File: src/hdl/mcct_pkg.sv
// Shared types and constants for the moving circle contact time block.
// Used by every module under hdl; depends on nothing.
package mcct_pkg;

    localparam int COORD_WIDTH_DEF = 16;  // default coordinate width
    localparam int FRAC_BITS       = 16;  // fraction bits of the contact time
    localparam int TIME_WIDTH      = 24;  // width of the contact time code

    typedef enum logic [2:0] {
        OUT_OVERLAP    = 3'd0,
        OUT_NO_MOTION  = 3'd1,
        OUT_SEPARATING = 3'd2,
        OUT_NO_ROOT    = 3'd3,
        OUT_CONTACT    = 3'd4
    } outcome_t;

    typedef struct packed {
        logic     valid;
        outcome_t outcome;
    } ctl_t;

endpackage

File: src/hdl/mcct_div_cell.sv
// One cell of the divider chain: one restoring quotient bit per cell.
// Depends on mcct_pkg.
module mcct_div_cell #(
    parameter int AW    = 34,
    parameter int DV    = 59,
    parameter int SHIFT = 0
) (
    input  logic                            aclk,
    input  logic                            aresetn,
    input  logic                            en,
    input  mcct_pkg::ctl_t                  ctl_i,
    input  logic [AW-1:0]                   a_i,
    input  logic [DV-1:0]                   rem_i,
    input  logic [mcct_pkg::TIME_WIDTH:0]   q_i,
    output mcct_pkg::ctl_t                  ctl_o,
    output logic [AW-1:0]                   a_o,
    output logic [DV-1:0]                   rem_o,
    output logic [mcct_pkg::TIME_WIDTH:0]   q_o
);
    localparam int TW = mcct_pkg::TIME_WIDTH;

    mcct_pkg::ctl_t ctl_reg;
    logic [AW-1:0]  a_reg;
    logic [DV-1:0]  rem_reg, dsh;
    logic [TW:0]    q_reg;
    logic           ge;

    always_comb begin
        dsh = {{(DV-AW){1'b0}}, a_i} << SHIFT;
        ge  = rem_i >= dsh;
    end

    always_ff @(posedge aclk) begin
        if (!aresetn) begin
            ctl_reg <= '0;
        end else if (en) begin
            ctl_reg <= ctl_i;
        end
    end

    always_ff @(posedge aclk) begin
        if (en) begin
            a_reg   <= a_i;
            rem_reg <= ge ? (rem_i - dsh) : rem_i;
            q_reg   <= {q_i[TW-1:0], ge};
        end
    end

    assign ctl_o = ctl_reg;
    assign a_o   = a_reg;
    assign rem_o = rem_reg;
    assign q_o   = q_reg;

endmodule

File: config.mk
export PLATFORM = sky130hd
export DESIGN_NAME = mcct_div_cell
export DESIGN_NICKNAME = d
export VERILOG_FILES = /design/src/hdl/mcct_pkg.sv /design/src/hdl/mcct_div_cell.sv
export SDC_FILE = /design/constraint.sdc
export NUM_CORES = 1
export LEC_CHECK = 0
export BUFFER_PORTS_ARGS = -buffer_cell sky130_fd_sc_hd__buf_4
export CAP_MARGIN = 20
export CORE_UTILIZATION = 54
export DETAILED_ROUTE_END_ITERATION = 10
export PLACE_DENSITY = 0.86
export SLEW_MARGIN = 40
export SYNTH_ARGS = -nofsm -noshare
export SYNTH_HDL_FRONTEND = slang
export SYNTH_SLANG_ARGS = --single-unit
File: constraint.sdc
create_clock -name aclk -period 5 [get_ports aclk]
set_input_delay 0.25 -clock aclk [delete_from_list [all_inputs] [get_ports aclk]]
set_output_delay 0.25 -clock aclk [all_outputs]
set_load 0.01 [all_outputs]
==> key figures <==
Worst setup path
  • Crit. End Element: flop
  • CP arrival: 3590 ps
  • Crit. Startpoint: a_i[12]
  • R2r endpoint: ctl_o[0]
  • Critical Path End: rem_o[47]
  • Max Fanout on Critical Path: 35
  • Critical Path RT: 5170 ps
  • Critical path startpoint category: input port
  • Register-to-register setup slack: 4270 ps
  • RR Startpoint: ctl_o[0]
  • Worst Reg-to-Reg Cells: 2
  • Kind of critical path: in -> reg

Logic synthesis
  • Yosys warns: 0
  • Synth Area in Compound Gates: 0.155
  • Most frequent cell after synthesis: edfxtp_1
  • Syn Nets: 790
  • Async set-reset flop share out of synthesis: 0
  • Avg Cell Area, Syn: 10.9 um2
  • Largest family of logic cells by synthesized area: compound AO/OA/AOI/OAI gates
  • Post-Syn Area: 6890 um2
  • Synth Area in Simple Gates: 0.134
  • Post-synth cell types: 66
  • Number of synthesized flops with an enable pin: 118
  • Post-synthesis mux area share: 0.0105
  • Top post-synthesis cells by area: edfxtp_1 51%, ha_1 6.2%, xnor2_1 5.0%
  • Xor/xnor share of the synthesized area: 0.0686
  • Synth Area in Adders: 0.0646
  • Yosys top cell area share: 0.514
  • Synth area leader: edfxtp_1
  • Main synth FF type: edfxtp_1
  • Most frequent cells after synthesis: 118 x edfxtp_1, 67 x nand2_1, 50 x o21ai_0
  • #FFs+latches synth: 122
  • Sequential share of the synthesized area: 0.526
  • Mapped Cells: 630

Pwr
  • VDD IR-drop max: 0.000208 V
  • Comb pwr share: 0.222
  • Psw: 0.914 mW
  • Switch share: 0.282
  • Clock power frac: 0.380
  • Power Density: 337 nW/um2
  • Seq pwr share: 0.399
  • Internal: 2.32 mW
  • Final Power: 3.24 mW
  • Lkg Pwr: 4.02 nW

Floorplan
  • Full die area: 13,200 um2
  • Initial core utilization: 0.564
  • Site Rows: 40
  • Die height: 115 um
  • Boundary pin count: 247
  • Core area: 12,200 um2
  • Die Wd: 115 um

GRT
  • Gr usage total: 0.320
  • First-pass GRT wire length: 31,800 um
  • Vias in the first global route: 6,051
  • Initial antenna violation count: 0
  • Total gr overflow: 0
  • Largest net degree at the start of global routing: 44

Routing
  • DRT Pass-1 Iters: 6
  • Routed len/inst: 20.7 um
  • Final wirelength: 22,300 um
  • Post-DR vias/cell: 5.94
  • DRC violation count after routing: 0
  • Vias post-DR: 6,378
  • Drt initial violations: 573
  • Antenna viol nets, final: 0

CTS
  • Max clock buf depth: 2
  • Total CTS buffers: 17
  • Clock Tree Root: clkbuf_16
  • H-tree Lvls: 4
  • Clock latency on the worst-skew pair: 430 ps
  • CTS Sinks: 122
  • CTS tree: yes
  • Clock transition at the registers of the reported paths: 60 ps

STA
  • Final setup margin: 1580 ps
  • Slew at the pin with the worst max-slew slack: 715 ps
  • RSZ-0062 raised after global routing: no
  • Fmax: 292 MHz
  • Final Max Slew Viols: 0
  • Hold Vio Cnt, Final: 0
  • Final period util: 0.685
  • Final setup viols: 0
  • Worst Skew: 0 ps
  • Tmin final: 3430 ps
  • Total Neg Setup Slack: 0 ps
  • Worst slew margin: 0.521

Run status
  • Status: finished clean

Hold path
  • Cells on Worst Hold Path: 1
  • Hold crit path type: in -> reg

Final layout
  • P&R area growth vs syn: 39.6%
  • Number of fillers in the final layout: 773
  • N_diodes: 0
  • Nets: 1,052
  • Ratio of cells with drive above 1 in the final layout: 0.328

Placed design
  • Detailed placer's ending HPWL: 15,100 um
  • PortBufs: 245
  • Post-place setup slack: 1280 ps
  • Routability cong.: 0.939

Run
  • Max-cap violations: 0
worst min path at each step:
| stage | start | end | slack [ps] |
|---|---|---|---|
| floorplan | a_i[0] | a_o[0] | 350 |
| CTS | q_i[3] | q_o[4] | 0.7 |
| global placement | q_i[21] | q_o[22] | 430 |
| global route | q_i[18] | q_o[19] | -3 |
| finish | q_i[18] | q_o[19] | 4 |
| detailed placement | q_i[19] | q_o[20] | 430 |
kinds of logic (layout without fill, tap and decap cells):
| family | count (synthesis) | in the layout |
|---|---|---|
| mux | 7 | 7 |
| flops | 122 | 122 |
| simple gates | 181 | 181 |
| fa+ha+maj | 35 | 35 |
| buf+inv | 69 | 344 |
| compound gates | 162 | 162 |
| xor+xnor | 54 | 54 |
worst max-delay path, cell delays in order:
cell           delay, ps
dlygate4sd3_1        520
buf_4                110
inv_1                 40
ha_1                 400
a21oi_1              140
o21ai_0              420
nor4_1               130
a2111o_1             540
and2_4               330
buf_4                280
a2111oi_4            320
xor2_1               100
layout make-up:
class / count / area [um2] / share of cell area
Sequential cell: 122 / 3620 / 0.377
Clock inverter: 13 / 144 / 0.0150
Tap cell: 168 / 210 / 0.0218
Clock buffer: 19 / 433 / 0.0450
Multi-Input combinational cell: 439 / 2990 / 0.310
Inverter: 44 / 165 / 0.0172
Timing Repair Buffer: 268 / 2060 / 0.214
power groups by stage:
stage,combinational (mW),clock [mW],sequential [mW]
6_report,0.717,1.23,1.29
4_1_cts,0.690,1.21,1.29
3_5_place_dp,0.675,0,1.30
3_3_place_gp,0.658,0,1.30
5_1_grt,0.765,1.27,1.30
2_1_floorplan,0.275,0,1.36
state kept, by name, indices dropped and copies added (netlist names):
signal / cells
rem_o: 59
ctl_o: 4
q_o: 25
a_o: 34
through the flow:
step           hold WS [ps]  cell area, um2   util  instances
4_1_cts               0.676            9480  0.776       1059
3_3_place_gp            429            8850  0.724       1022
2_1_floorplan           349            6890      -        630
5_1_grt               -3.33            9620  0.788       1073
6_report               3.82            9620  0.788       1073
3_5_place_dp            429            8850  0.725       1022
what timing repair did:
item	CTS	global route
endpoints found under the hold margin	5	14
buffers inserted	0	0
endpoints found under the setup margin	0	0
resized for setup	0	0
hold buffers	5	14
layout by cell type (no fill, tap or decap), types with 3 or more instances in the layout:
master           n
buf_4          249
edfxtp_1       118
o21ai_0         50
nor2b_1          6
a21o_1          14
o21bai_1         8
nand4_1         17
a21oi_1         37
xnor2_1         39
o21a_1           7
a31oi_1          4
inv_1           43
clkbuf_16       17
a211oi_1         7
nand3_1         14
nor3_1          10
dlygate4sd3_1   19
nand2_1         67
nand2b_1         8
o21ai_1          4
mux2i_1          5
ha_1            34
xor2_1          15
a22oi_1          3
nor2_1          26
dfxtp_1          4
clkinv_2         3
nand4b_1         3
nor4_1           7
o31ai_1          3
and3_1           5
clkinvlp_4       3
per-layer routing:
| layer | wire [um] | global-route usage |
|---|---|---|
| met2 | 11100 | 0.543 |
| met3 | 2100 | 0.0838 |
| met5 | 0 | 0 |
| met4 | 912 | 0.156 |
| met1 | 8190 | 0.379 |
Note: power is estimated with default switching activity, not from simulation.
