**src/hdl/mcct_pkg.sv**
```systemverilog
// Shared types and constants for the moving circle contact time block.
// Used by every module under hdl; depends on nothing.
package mcct_pkg;

    localparam int COORD_WIDTH_DEF = 16;  // default coordinate width
    localparam int FRAC_BITS       = 16;  // fraction bits of the contact time
    localparam int TIME_WIDTH      = 24;  // width of the contact time code

    typedef enum logic [2:0] {
        OUT_OVERLAP    = 3'd0,
        OUT_NO_MOTION  = 3'd1,
        OUT_SEPARATING = 3'd2,
        OUT_NO_ROOT    = 3'd3,
        OUT_CONTACT    = 3'd4
    } outcome_t;

    typedef struct packed {
        logic     valid;
        outcome_t outcome;
    } ctl_t;

endpackage

```
**src/hdl/mcct_sqrt_cell.sv**
```systemverilog
// One cell of the square root chain: settles one root bit per cell.
// Depends on mcct_pkg.
module mcct_sqrt_cell #(
    parameter int DW   = 68,
    parameter int RB   = 50,
    parameter int STEP = 0,
    parameter int SW   = 68
) (
    input  logic           aclk,
    input  logic           aresetn,
    input  logic           en,
    input  mcct_pkg::ctl_t ctl_i,
    input  logic [DW-1:0]  d_i,
    input  logic [RB:0]    rem_i,
    input  logic [RB-1:0]  root_i,
    input  logic [SW-1:0]  side_i,
    output mcct_pkg::ctl_t ctl_o,
    output logic [DW-1:0]  d_o,
    output logic [RB:0]    rem_o,
    output logic [RB-1:0]  root_o,
    output logic [SW-1:0]  side_o
);
    // radicand is d with 2*FRAC_BITS zero bits appended
    localparam int ZB = 2 * mcct_pkg::FRAC_BITS;
    localparam int HI = 2 * RB - 1 - 2 * STEP;

    mcct_pkg::ctl_t ctl_reg;
    logic [DW-1:0]  d_reg;
    logic [RB:0]    rem_reg, rem_next;
    logic [RB-1:0]  root_reg, root_next;
    logic [SW-1:0]  side_reg;
    logic [1:0]     pair;
    logic [RB+2:0]  rem_sh, trial, rem_diff;
    logic           ge;

    generate
        if (HI >= ZB) begin : g_data
            assign pair = d_i[HI-ZB -: 2];
        end else begin : g_zero
            assign pair = 2'b00;
        end
    endgenerate

    always_comb begin
        rem_sh    = {rem_i, pair};
        trial     = {1'b0, root_i, 2'b01};
        ge        = rem_sh >= trial;
        rem_diff  = rem_sh - trial;
        // the remainder never exceeds twice the root, so the top bits are zero
        rem_next  = ge ? rem_diff[RB:0] : rem_sh[RB:0];
        root_next = {root_i[RB-2:0], ge};
    end

    always_ff @(posedge aclk) begin
        if (!aresetn) begin
            ctl_reg <= '0;
        end else if (en) begin
            ctl_reg <= ctl_i;
        end
    end

    always_ff @(posedge aclk) begin
        if (en) begin
            d_reg    <= d_i;
            rem_reg  <= rem_next;
            root_reg <= root_next;
            side_reg <= side_i;
        end
    end

    assign ctl_o  = ctl_reg;
    assign d_o    = d_reg;
    assign rem_o  = rem_reg;
    assign root_o = root_reg;
    assign side_o = side_reg;

endmodule

```
**config.mk**
```make
export PLATFORM = sky130hd
export DESIGN_NAME = mcct_sqrt_cell
export DESIGN_NICKNAME = d
export VERILOG_FILES = /design/src/hdl/mcct_pkg.sv /design/src/hdl/mcct_sqrt_cell.sv
export SDC_FILE = /design/constraint.sdc
export NUM_CORES = 1
export LEC_CHECK = 0
export BUFFER_PORTS_ARGS = -buffer_cell sky130_fd_sc_hd__clkbuf_2
export CAP_MARGIN = 30
export CORE_AREA = 2 2 191 193
export DETAILED_ROUTE_END_ITERATION = 6
export DIE_AREA = 0 0 193 195
export GPL_TIMING_DRIVEN = 1
export HOLD_SLACK_MARGIN = 0.05
export SYNTH_ARGS = -nofsm -noshare
export SYNTH_HDL_FRONTEND = slang
export SYNTH_SLANG_ARGS = --single-unit
```
**constraint.sdc**
```tcl
create_clock -name aclk -period 3.5 [get_ports aclk]
set_input_delay 0.525 -clock aclk [delete_from_list [all_inputs] [get_ports aclk]]
set_output_delay 0.525 -clock aclk [all_outputs]
set_load 0.005 [all_outputs]
```
==> impl_metrics.csv, run 1 <==
group,metric,value,unit
status,run_status,"finished with violations",
status,violations,"design-rule violations",
clock_tree,cts_buffers,27,
grt,grt_first_pass_wirelength,51.2,mm
timing,final.period_utilization,93.6,%
cells_and_area,synthesis_to_layout_area_growth,40.8,%
pwr,power_leakage,7.10,nW
cells_and_area,n_antenna_cell,0,
logic_synthesis,syn-cell-area,11100,µm²
timing,totalNegativeSetupSlack,0,ns
cells_and_area,fin_cells,1930,
timing,rsz0062_at_grt,"false",
floorplanning,coreArea,35400,µm²
logic_synthesis,postSynthCellCount,859,
timing,relSlewSlack,53.4,%
drt,num_vias,9005,
clock_tree,tritoncts,"done",
pwr,max-vdd-ir-drop,0.426,mV
timing,max_clock_freq,305,MHz
timing,final_period_minus_worst_setup_slack,3.28,ns
worst_setup_path,worst_path_max_delay_cell,"a211oi_1",
logic_synthesis,synth_sequential_area_ratio,64.9,%
cells_and_area,design.final.nets,1744,
floorplanning,dieWidth,193,µm
cells_and_area,layout.cell_area.non_filler,15600,µm²
logic_synthesis,synth.net_count,1155,
cells_and_area,most_common_library_cell_in_the_layout_ignoring_fill_and_taps,"clkbuf_2",
timing,clock_skew,0,ns
cells_and_area,final_cell_mix,"clkbuf_2 (483), edfxtp_1 (237), buf_4 (104)",
clock_tree,cts_root_buf,"clkbuf_16",
placed_design,placed_area,14800,µm²
worst_setup_path,worstSetupStartpointType,"primary input",
timing,final_hold_viol_count,0,
placed_design,finalWeightedCongestion,0.902,
clock_tree,ctsLongestPathBuffers,3,
grt,groute.usage.overall,17.6,%
floorplanning,die_height,195,µm
clock_tree,post_cts_setup_buffers,0,
logic_synthesis,number_of_warning_messages_in_the_yosys_log,0,
worst_setup_path,path_cells,"clkbuf_2 -> inv_1 -> ha_1 -> and2_1 -> o2111a_1 -> o21ai_0 -> a211oi_1 -> o21ai_1 -> a21oi_2 -> o41ai_4 -> buf_4 -> buf_4 -> a2111o_1 -> o211a_1",
drt,drt-pass1-iter-count,7,
logic_synthesis,synth_seq_cells,241,
logic_synthesis,postSynth.asyncResetShare,0,%
grt,largest_net_degree_at_the_start_of_global_routing,89,
run,max_cap_viol,0,
timing,finalSetupViolations,0,
cells_and_area,final_core_util,44.1,%
clock_tree,clk_pin_slew,0.06,ns
logic_synthesis,synth_area_leaders,"edfxtp_1 (64%), ha_1 (5.9%), o21ai_0 (2.9%), nand2_1 (2.7%), xnor2_1 (2.4%)",
clock_tree,htree_num_levels,1,
floorplanning,start_util,31.3,%
drt,antenna_violating_nets_post_route,0,
worst_setup_path,criticalPathCategory,"primary input to register",
clock_tree,cts.sinks,241,
worst_setup_path,cp_max_fo,6,
clock_tree,clk_latency,0.54,ns
logic_synthesis,synth_flop_cell,"edfxtp_1",
logic_synthesis,synth_area_per_cell,12.9,µm²
floorplanning,rows,69,
drt,vias_cell,4.67,
worst_setup_path,crit_arrival,3.57,ns
timing,holdWs,0.157,ns
worst_setup_path,cp-end-kind,"register",
placed_design,dpl.hpwl,28.2,mm
worst_setup_path,crit_path_frequent_cell,"buf_4",
logic_synthesis,synth_largest_area_cell,"edfxtp_1",
timing,tightestPinTransition,0.700,ns
floorplanning,pin_count,485,
timing,final-max-slew-violation-count,0,
cells_and_area,drive_above_1_share,43.6,%
logic_synthesis,synth_top_cell_area_share,64.2,%
floorplanning,dieArea,37600,µm²
placed_design,place.port_buffers,484,
drt,detail_route.drc_violations,1,
logic_synthesis,synth_edf_count,237,
worst_setup_path,crit_required,3.79,ns
grt,antenna_found_initial,2,
grt,globalRouteOverflowTotal,0,
drt,initialDrtViolationCount,355,
worst_setup_path,slowest_stage_delay_on_critical_path,0.57,ns
placed_design,placed_cells_incl_taps,1880,
grt,first_global_vias,8968,
pwr,power.density,499,nW/µm²
clock_tree,cts_hold_buffers,0,
drt,wl_per_cell,18.1,µm
drt,wl,34.8,mm
worst_setup_path,r2r_slack,2.88,ns
logic_synthesis,synth.lib_cells_used.distinct,65,
hold_path,holdCritPathClass,"primary input to register",
clock_tree,post_cts_resize_count,0,
## cell type report
class | instances | area [µm²]
fillers | 3338 | 19800
repair buffers | 591 | 3270
multi-input cells | 515 | 3450
well taps | 461 | 577
clock inverters | 20 | 163
flip-flops and latches | 241 | 7200
inverters | 72 | 270
clock buffers | 30 | 687
## state kept, by name, summed over array words and instances, names as in the netlist
| name | flops |
|---|---|
| side_o | 68 |
| ctl_o | 4 |
| rem_o | 51 |
| root_o | 50 |
| d_o | 68 |
## layer usage
metal,routed length [µm],track usage (%),up-vias
met3,2990,4.92,60
met4,1020,5.75,4
li1,-,-,4393
met1,13200,20.0,4207
met5,19,0,-
met2,17600,31.6,341
## report_power, final
| part | leakage (nW) | switching (mW) | internal [mW] |
|---|---|---|---|
| Sequential | 2.35 | 0.0805 | 3.51 |
| Combinational | 4.33 | 0.797 | 0.695 |
| Clock | 0.415 | 1.15 | 1.57 |
| Total | 7.10 | 2.03 | 5.77 |
## cell usage after synthesis (2+ instances only)
| cell | number |
|---|---|
| a31oi_1 | 6 |
| mux2i_1 | 5 |
| nor3b_1 | 2 |
| buf_2 | 4 |
| o21ai_0 | 65 |
| edfxtp_1 | 237 |
| a2111oi_0 | 2 |
| a21boi_0 | 3 |
| nand2b_1 | 2 |
| nor2_1 | 22 |
| and3_1 | 6 |
| a211oi_1 | 8 |
| ha_1 | 52 |
| o41ai_1 | 2 |
| nor2b_1 | 8 |
| nand3_1 | 13 |
| nor3_1 | 10 |
| a21oi_1 | 50 |
| buf_6 | 7 |
| nand3b_1 | 2 |
| inv_1 | 71 |
| xnor2_1 | 31 |
| o21ai_1 | 18 |
| a31o_2 | 2 |
| nand2_1 | 80 |
| o31ai_1 | 5 |
| mux2_1 | 2 |
| a221o_1 | 2 |
| a21oi_2 | 2 |
| and4_1 | 3 |
| and2_1 | 2 |
| nand4_1 | 14 |
| o21bai_1 | 9 |
| a211o_1 | 2 |
| xor2_1 | 13 |
| clkbuf_1 | 18 |
| o211ai_1 | 4 |
| o21a_1 | 12 |
| dfxtp_1 | 4 |
| nor4_1 | 7 |
| a21o_1 | 26 |
| o221ai_1 | 3 |
## final timing paths
kind	start	endpoint	cells after the start
setup / recovery	root_i[8]	rem_o[40]	14
hold reg to reg	ctl_o[2]	ctl_o[2]	2
hold / removal	d_i[23]	d_o[23]	1
setup reg to reg	ctl_o[1]	ctl_o[1]	2
## cells by family (layout without fill, tap and decap cells)
kind of cell             Yosys count  count (layout)  share of synthesized area [%]
flip-flops                       241             241                           64.9
AO/OA/AOI/OAI                    235             235                           13.5
AND/OR/NAND/NOR                  177             177                           7.58
buffers and inverters            103             713                           4.04
adder cells (fa/ha/maj)           52              52                           5.87
XOR/XNOR                          44              44                           3.47
multiplexers                       7               7                          0.654
## metrics by stage
stage / setup slack (ns) / power [mW]
final: 0.225 / 7.79
after global routing: 0.0987 / 8.19
after CTS: 0.242 / 7.91
after detailed placement: -0.352 / 5.14
after global placement: -0.259 / 5.12
after floorplan: 0.207 / 4.30
## worst max-delay path: cells and delay by family
| family | cells | cell delay [ns] |
|---|---|---|
| adder cells (fa/ha/maj) | 1 | 0.33 |
| AND/OR/NAND/NOR | 1 | 0.19 |
| buffers and inverters | 4 | 0.50 |
| AO/OA/AOI/OAI | 8 | 2.02 |
Power figures use the tool's default switching activity.
==> inputs of run 2 (changes only) <==
--- a/config.mk
+++ b/config.mk
@@ -7,9 +7,10 @@
 export LEC_CHECK = 0
 export BUFFER_PORTS_ARGS = -buffer_cell sky130_fd_sc_hd__clkbuf_2
 export CAP_MARGIN = 30
-export CORE_AREA = 2 2 191 193
+export CORE_AREA = 2 2 190 192
+export CTS_CLUSTER_SIZE = 14
 export DETAILED_ROUTE_END_ITERATION = 6
-export DIE_AREA = 0 0 193 195
+export DIE_AREA = 0 0 192 194
 export GPL_TIMING_DRIVEN = 1
 export HOLD_SLACK_MARGIN = 0.05
 export SYNTH_ARGS = -nofsm -noshare
==> run 2 against run 1 <==
  * Clock-buffer cell count increased by 5
  * Critical endpoint is now rem_o[15]
  * The run now ends clean
  * Sequential share of layout area decreased by 0.23 points
  * First-iteration DRC count increased by 39%
  * Sequential power about the same
  * Register-to-register slack about the same
  * Non-clock buffer count increased by 19
  * Critical path depth decreased by 2
  * Highest routed layer unchanged
  * Utilization increased by 0.44 points
  * Clock skew unchanged
  * Combinational power about the same
  * Power decreased by 1.9%
==> impl_metrics.csv, run 2 (same netlist as run 1, synthesis figures left out) <==
group,metric,value,unit
status,run_status,"finished clean",
timing,final-max-slew-violation-count,0,
drt,vias_cell,4.67,
drt,wl,34.1,mm
timing,max_clock_freq,307,MHz
floorplanning,start_util,31.5,%
cells_and_area,n_antenna_cell,0,
timing,holdWs,0.160,ns
floorplanning,dieArea,37200,µm²
pwr,max-vdd-ir-drop,0.297,mV
placed_design,dpl.hpwl,27.7,mm
grt,first_global_vias,9119,
floorplanning,pin_count,485,
timing,clock_skew,0,ns
clock_tree,cts_hold_buffers,0,
worst_setup_path,crit_required,3.75,ns
clock_tree,cts_buffers,26,
worst_setup_path,crit_arrival,3.51,ns
placed_design,placed_cells_incl_taps,1899,
clock_tree,post_cts_resize_count,0,
timing,final_hold_viol_count,0,
grt,largest_net_degree_at_the_start_of_global_routing,86,
timing,setup_slack,0.244,ns
clock_tree,post_cts_setup_buffers,0,
worst_setup_path,cp_top_family,"compound AO/OA/AOI/OAI gates",
cells_and_area,synthesis_to_layout_area_growth,41.5,%
clock_tree,cts_root_buf,"clkbuf_16",
timing,totalNegativeSetupSlack,0,ns
grt,globalRouteOverflowTotal,0,
timing,finalSetupViolations,0,
cells_and_area,most_common_library_cell_in_the_layout_ignoring_fill_and_taps,"clkbuf_2",
placed_design,place.port_buffers,484,
worst_setup_path,worst_path_max_delay_cell,"o41ai_4",
cells_and_area,drive_above_1_share,44.3,%
clock_tree,htree_num_levels,1,
floorplanning,rows,69,
drt,detail_route.drc_violations,0,
floorplanning,coreArea,35200,µm²
grt,antenna_found_initial,3,
timing,rsz0062_at_grt,"false",
grt,grt_first_pass_wirelength,50.9,mm
floorplanning,die_height,194,µm
clock_tree,tritoncts,"done",
drt,wl_per_cell,17.5,µm
clock_tree,cts.sinks,241,
drt,antenna_violating_nets_post_route,0,
cells_and_area,design.final.nets,1762,
placed_design,dp_slack,-0.304,ns
clock_tree,ctsLongestPathBuffers,3,
run,max_cap_viol,0,
drt,initialDrtViolationCount,493,
placed_design,placed_area,14900,µm²
clock_tree,clk_pin_slew,0.06,ns
cells_and_area,final_core_util,44.5,%
timing,final_period_minus_worst_setup_slack,3.26,ns
timing,tightestPinTransition,0.690,ns
cells_and_area,final_cell_mix,"clkbuf_2 (483), edfxtp_1 (237), buf_4 (124)",
pwr,power_leakage,7.15,nW
drt,num_vias,9090,
timing,final.period_utilization,93.0,%
worst_setup_path,slowest_stage_delay_on_critical_path,0.52,ns
worst_setup_path,path_cells,"clkbuf_2 -> inv_1 -> ha_1 -> a21oi_2 -> o21ai_1 -> a221o_1 -> a221o_1 -> o21ai_1 -> a21oi_2 -> o41ai_4 -> buf_4 -> o21ai_0",
worst_setup_path,timing.critical_path.buf_inv,3,
clock_tree,clk_latency,0.54,ns
cells_and_area,layout.cell_area.non_filler,15700,µm²
worst_setup_path,cp_max_fo,33,
hold_path,holdCritPathClass,"primary input to register",
pwr,power.density,488,nW/µm²
placed_design,finalWeightedCongestion,0.870,
worst_setup_path,criticalPathCategory,"primary input to register",
worst_setup_path,worstSetupStartpointType,"primary input",
grt,groute.usage.overall,17.6,%
timing,relSlewSlack,54.0,%
floorplanning,dieWidth,192,µm
drt,drt-pass1-iter-count,5,
cells_and_area,fin_cells,1945,
pwr,totalPowerFinal,7.65,mW
worst_setup_path,cp-end-kind,"register",
-- run 2: changes by cell type in the layout (fill, tap and decap cells not counted), sizes merged --
cell,before,now
buf,108,127
bufinv,2,0
clkinvlp,2,3
clkbuf,513,518
clkinv,14,7
inv,74,73
-- run 2: cell type report --
cell class	count	area, µm²
clock buffers	35	726
clock inverters	11	72.6
fillers	3377	19500
inverters	72	270
multi-input cells	515	3450
flip-flops and latches	241	7200
well taps	461	577
repair buffers	610	3400
-- run 2: final timing paths --
check,slack (ns),end,start,cells after the start
worst max-delay path,0.24,rem_o[15],root_i[14],12
worst min-delay path,0.16,side_o[47],side_i[47],1
worst max register to register,2.88,ctl_o[1],ctl_o[1],2
worst min register to register,0.52,ctl_o[2],ctl_o[2],2
-- run 2: per-layer routing --
metal / up-vias / wire (µm) / GRT usage [%]
met4: 6 / 871 / 5.09
li1: 4435 / - / -
met5: - / 35 / 0
met1: 4285 / 12500 / 19.3
met3: 60 / 2990 / 5.14
met2: 304 / 17700 / 32.5
-- run 2: report_power, final --
group | total (mW) | leakage, nW | switching [mW] | internal, mW
registers | 3.58 | 2.35 | 0.0775 | 3.51
clock network | 2.57 | 0.385 | 1.11 | 1.46
logic | 1.50 | 4.42 | 0.790 | 0.711
total | 7.65 | 7.15 | 1.98 | 5.67
==> inputs of run 3 (changes only) <==
--- a/config.mk
+++ b/config.mk
@@ -8,6 +8,7 @@
 export BUFFER_PORTS_ARGS = -buffer_cell sky130_fd_sc_hd__clkbuf_2
 export CAP_MARGIN = 30
 export CORE_AREA = 2 2 190 192
+export CTS_BUF_LIST = sky130_fd_sc_hd__clkbuf_4 sky130_fd_sc_hd__clkbuf_8 sky130_fd_sc_hd__clkbuf_16
 export CTS_CLUSTER_SIZE = 14
 export DETAILED_ROUTE_END_ITERATION = 6
 export DIE_AREA = 0 0 192 194
==> run 3 against run 2 <==
  * Design area grew 0.14%
  * Sequential share of layout area shrank 0.066 points
  * Setup slack lost 0.0021 ns
  * Critical endpoint unchanged
  * Largest power group unchanged
  * Highest routed layer unchanged
==> impl_metrics.csv, run 3 (same netlist as run 1, synthesis figures left out) <==
group,metric,value,unit
status,run_status,"finished clean",
floorplanning,rows,69,
timing,totalNegativeSetupSlack,0,ns
worst_setup_path,worst_setup_sp,"root_i[14]",
drt,antenna_violating_nets_post_route,0,
grt,globalRouteOverflowTotal,0,
clock_tree,post_cts_setup_buffers,0,
worst_setup_path,worst_path_max_delay_cell,"o41ai_4",
timing,final_period_minus_worst_setup_slack,3.26,ns
clock_tree,ctsLongestPathBuffers,3,
worst_setup_path,crit_arrival,3.51,ns
placed_design,finalWeightedCongestion,0.870,
cells_and_area,design.final.nets,1762,
pwr,internal_power,5.72,mW
timing,relSlewSlack,54.0,%
placed_design,dpl.hpwl,27.7,mm
floorplanning,die_height,194,µm
worst_setup_path,slowest_stage_delay_on_critical_path,0.52,ns
timing,tightestPinTransition,0.690,ns
clock_tree,post_cts_resize_count,0,
timing,rsz0062_at_grt,"false",
floorplanning,coreArea,35200,µm²
placed_design,placed_cells_incl_taps,1899,
worst_setup_path,r2r-end,"ctl_o[1]",
placed_design,place.port_buffers,484,
timing,clock_skew,0,ns
timing,final-max-slew-violation-count,0,
worst_setup_path,crit_required,3.75,ns
clock_tree,cts_hold_buffers,0,
pwr,power.sequential.fraction,46.6,%
clock_tree,clk_latency,0.54,ns
pwr,combinational_cell_fraction_of_total_power,19.5,%
worst_setup_path,timing.critical_path.to,"rem_o[15]",
worst_setup_path,worst-r2r-cell-count,2,
worst_setup_path,r2r_slack,2.88,ns
pwr,power.density,490,nW/µm²
cells_and_area,fin_cells,1945,
cells_and_area,final_cell_mix,"clkbuf_2 (483), edfxtp_1 (237), buf_4 (124)",
worst_setup_path,r2r-start,"ctl_o[1]",
pwr,totalPowerFinal,7.69,mW
worst_setup_path,path_cells,"clkbuf_2 -> inv_1 -> ha_1 -> a21oi_2 -> o21ai_1 -> a221o_1 -> a221o_1 -> o21ai_1 -> a21oi_2 -> o41ai_4 -> buf_4 -> o21ai_0",
hold_path,holdCritPathClass,"primary input to register",
clock_tree,htree_num_levels,1,
drt,vias_cell,4.67,
grt,groute.usage.overall,17.6,%
floorplanning,dieArea,37200,µm²
timing,finalSetupViolations,0,
grt,grt_first_pass_wirelength,50.8,mm
drt,initialDrtViolationCount,482,
pwr,power_leakage,7.18,nW
clock_tree,clk_pin_slew,0.06,ns
grt,antenna_found_initial,3,
pwr,netSwitchingFraction,25.7,%
cells_and_area,most_common_library_cell_in_the_layout_ignoring_fill_and_taps,"clkbuf_2",
timing,max_clock_freq,307,MHz
run,max_cap_viol,0,
floorplanning,start_util,31.5,%
cells_and_area,final_core_util,44.6,%
drt,num_vias,9091,
pwr,switching_power,1.97,mW
pwr,max-vdd-ir-drop,0.310,mV
cells_and_area,n_antenna_cell,0,
pwr,power_frac_clock,33.9,%
floorplanning,pin_count,485,
grt,first_global_vias,9114,
drt,drt-pass1-iter-count,5,
worst_setup_path,cp-end-kind,"register",
timing,final_hold_viol_count,0,
drt,wl_per_cell,17.5,µm
worst_setup_path,cp_max_fo,33,
clock_tree,tritoncts,"done",
clock_tree,cts_buffers,26,
drt,detail_route.drc_violations,0,
worst_setup_path,criticalPathCategory,"primary input to register",
drt,wl,34.1,mm
cells_and_area,synthesis_to_layout_area_growth,41.7,%
cells_and_area,drive_above_1_share,44.7,%
floorplanning,dieWidth,192,µm
grt,largest_net_degree_at_the_start_of_global_routing,86,
clock_tree,cts.sinks,241,
timing,final.period_utilization,93.1,%
clock_tree,cts_root_buf,"clkbuf_16",
worst_setup_path,worstSetupStartpointType,"primary input",
run 3: final cells by class:
class	count	area, µm²
Clock buffer	35	748
Clock inverter	11	72.6
Fill cell	3375	19500
Inverter	72	270
Multi-Input combinational cell	515	3450
Sequential cell	241	7200
Tap cell	461	577
Timing Repair Buffer	610	3400
run 3: worst max-delay path, delay by kind of cell:
family          cells  cell delay, ns
fa+ha+maj           1            0.31
buf+inv             3            0.56
compound gates      8            2.10
run 3: per-stage QoR:
stage | area [µm²] | hold WS, ns | setup WS (ns)
after global placement | 14900 | 0.501 | -0.203
after floorplan | 11100 | 0.507 | 0.207
after global routing | 15700 | 0.133 | 0.0863
after detailed placement | 14900 | 0.511 | -0.304
after CTS | 15700 | 0.123 | 0.239
final | 15700 | 0.159 | 0.242
run 3: worst min path at each step:
stage	startpoint	endpoint	slack (ns)	cells past startpoint
finish	side_i[47]	side_o[47]	0.16	1
global route	d_i[64]	d_o[64]	0.13	1
CTS	side_i[52]	side_o[52]	0.12	1
detailed placement	ctl_o[0]	ctl_o[0]	0.51	2
global placement	ctl_o[0]	ctl_o[0]	0.50	2
floorplan	ctl_o[0]	ctl_o[0]	0.51	2
run 3: power by group through the flow:
stage                     logic [mW]  clock network (mW)  registers [mW]
final                           1.50                2.61            3.58
after global routing            1.67                2.79            3.61
after detailed placement        1.51                   0            3.64
after CTS                       1.52                2.69            3.59
after floorplan                0.619                   0            3.68
after global placement          1.49                   0            3.64
run 3: metal layers:
| layer | wire (µm) | global-route usage [%] |
|---|---|---|
| met4 | 875 | 5.09 |
| met3 | 3010 | 5.14 |
| met1 | 12500 | 19.3 |
| met2 | 17600 | 32.5 |
| met5 | 35 | 0 |
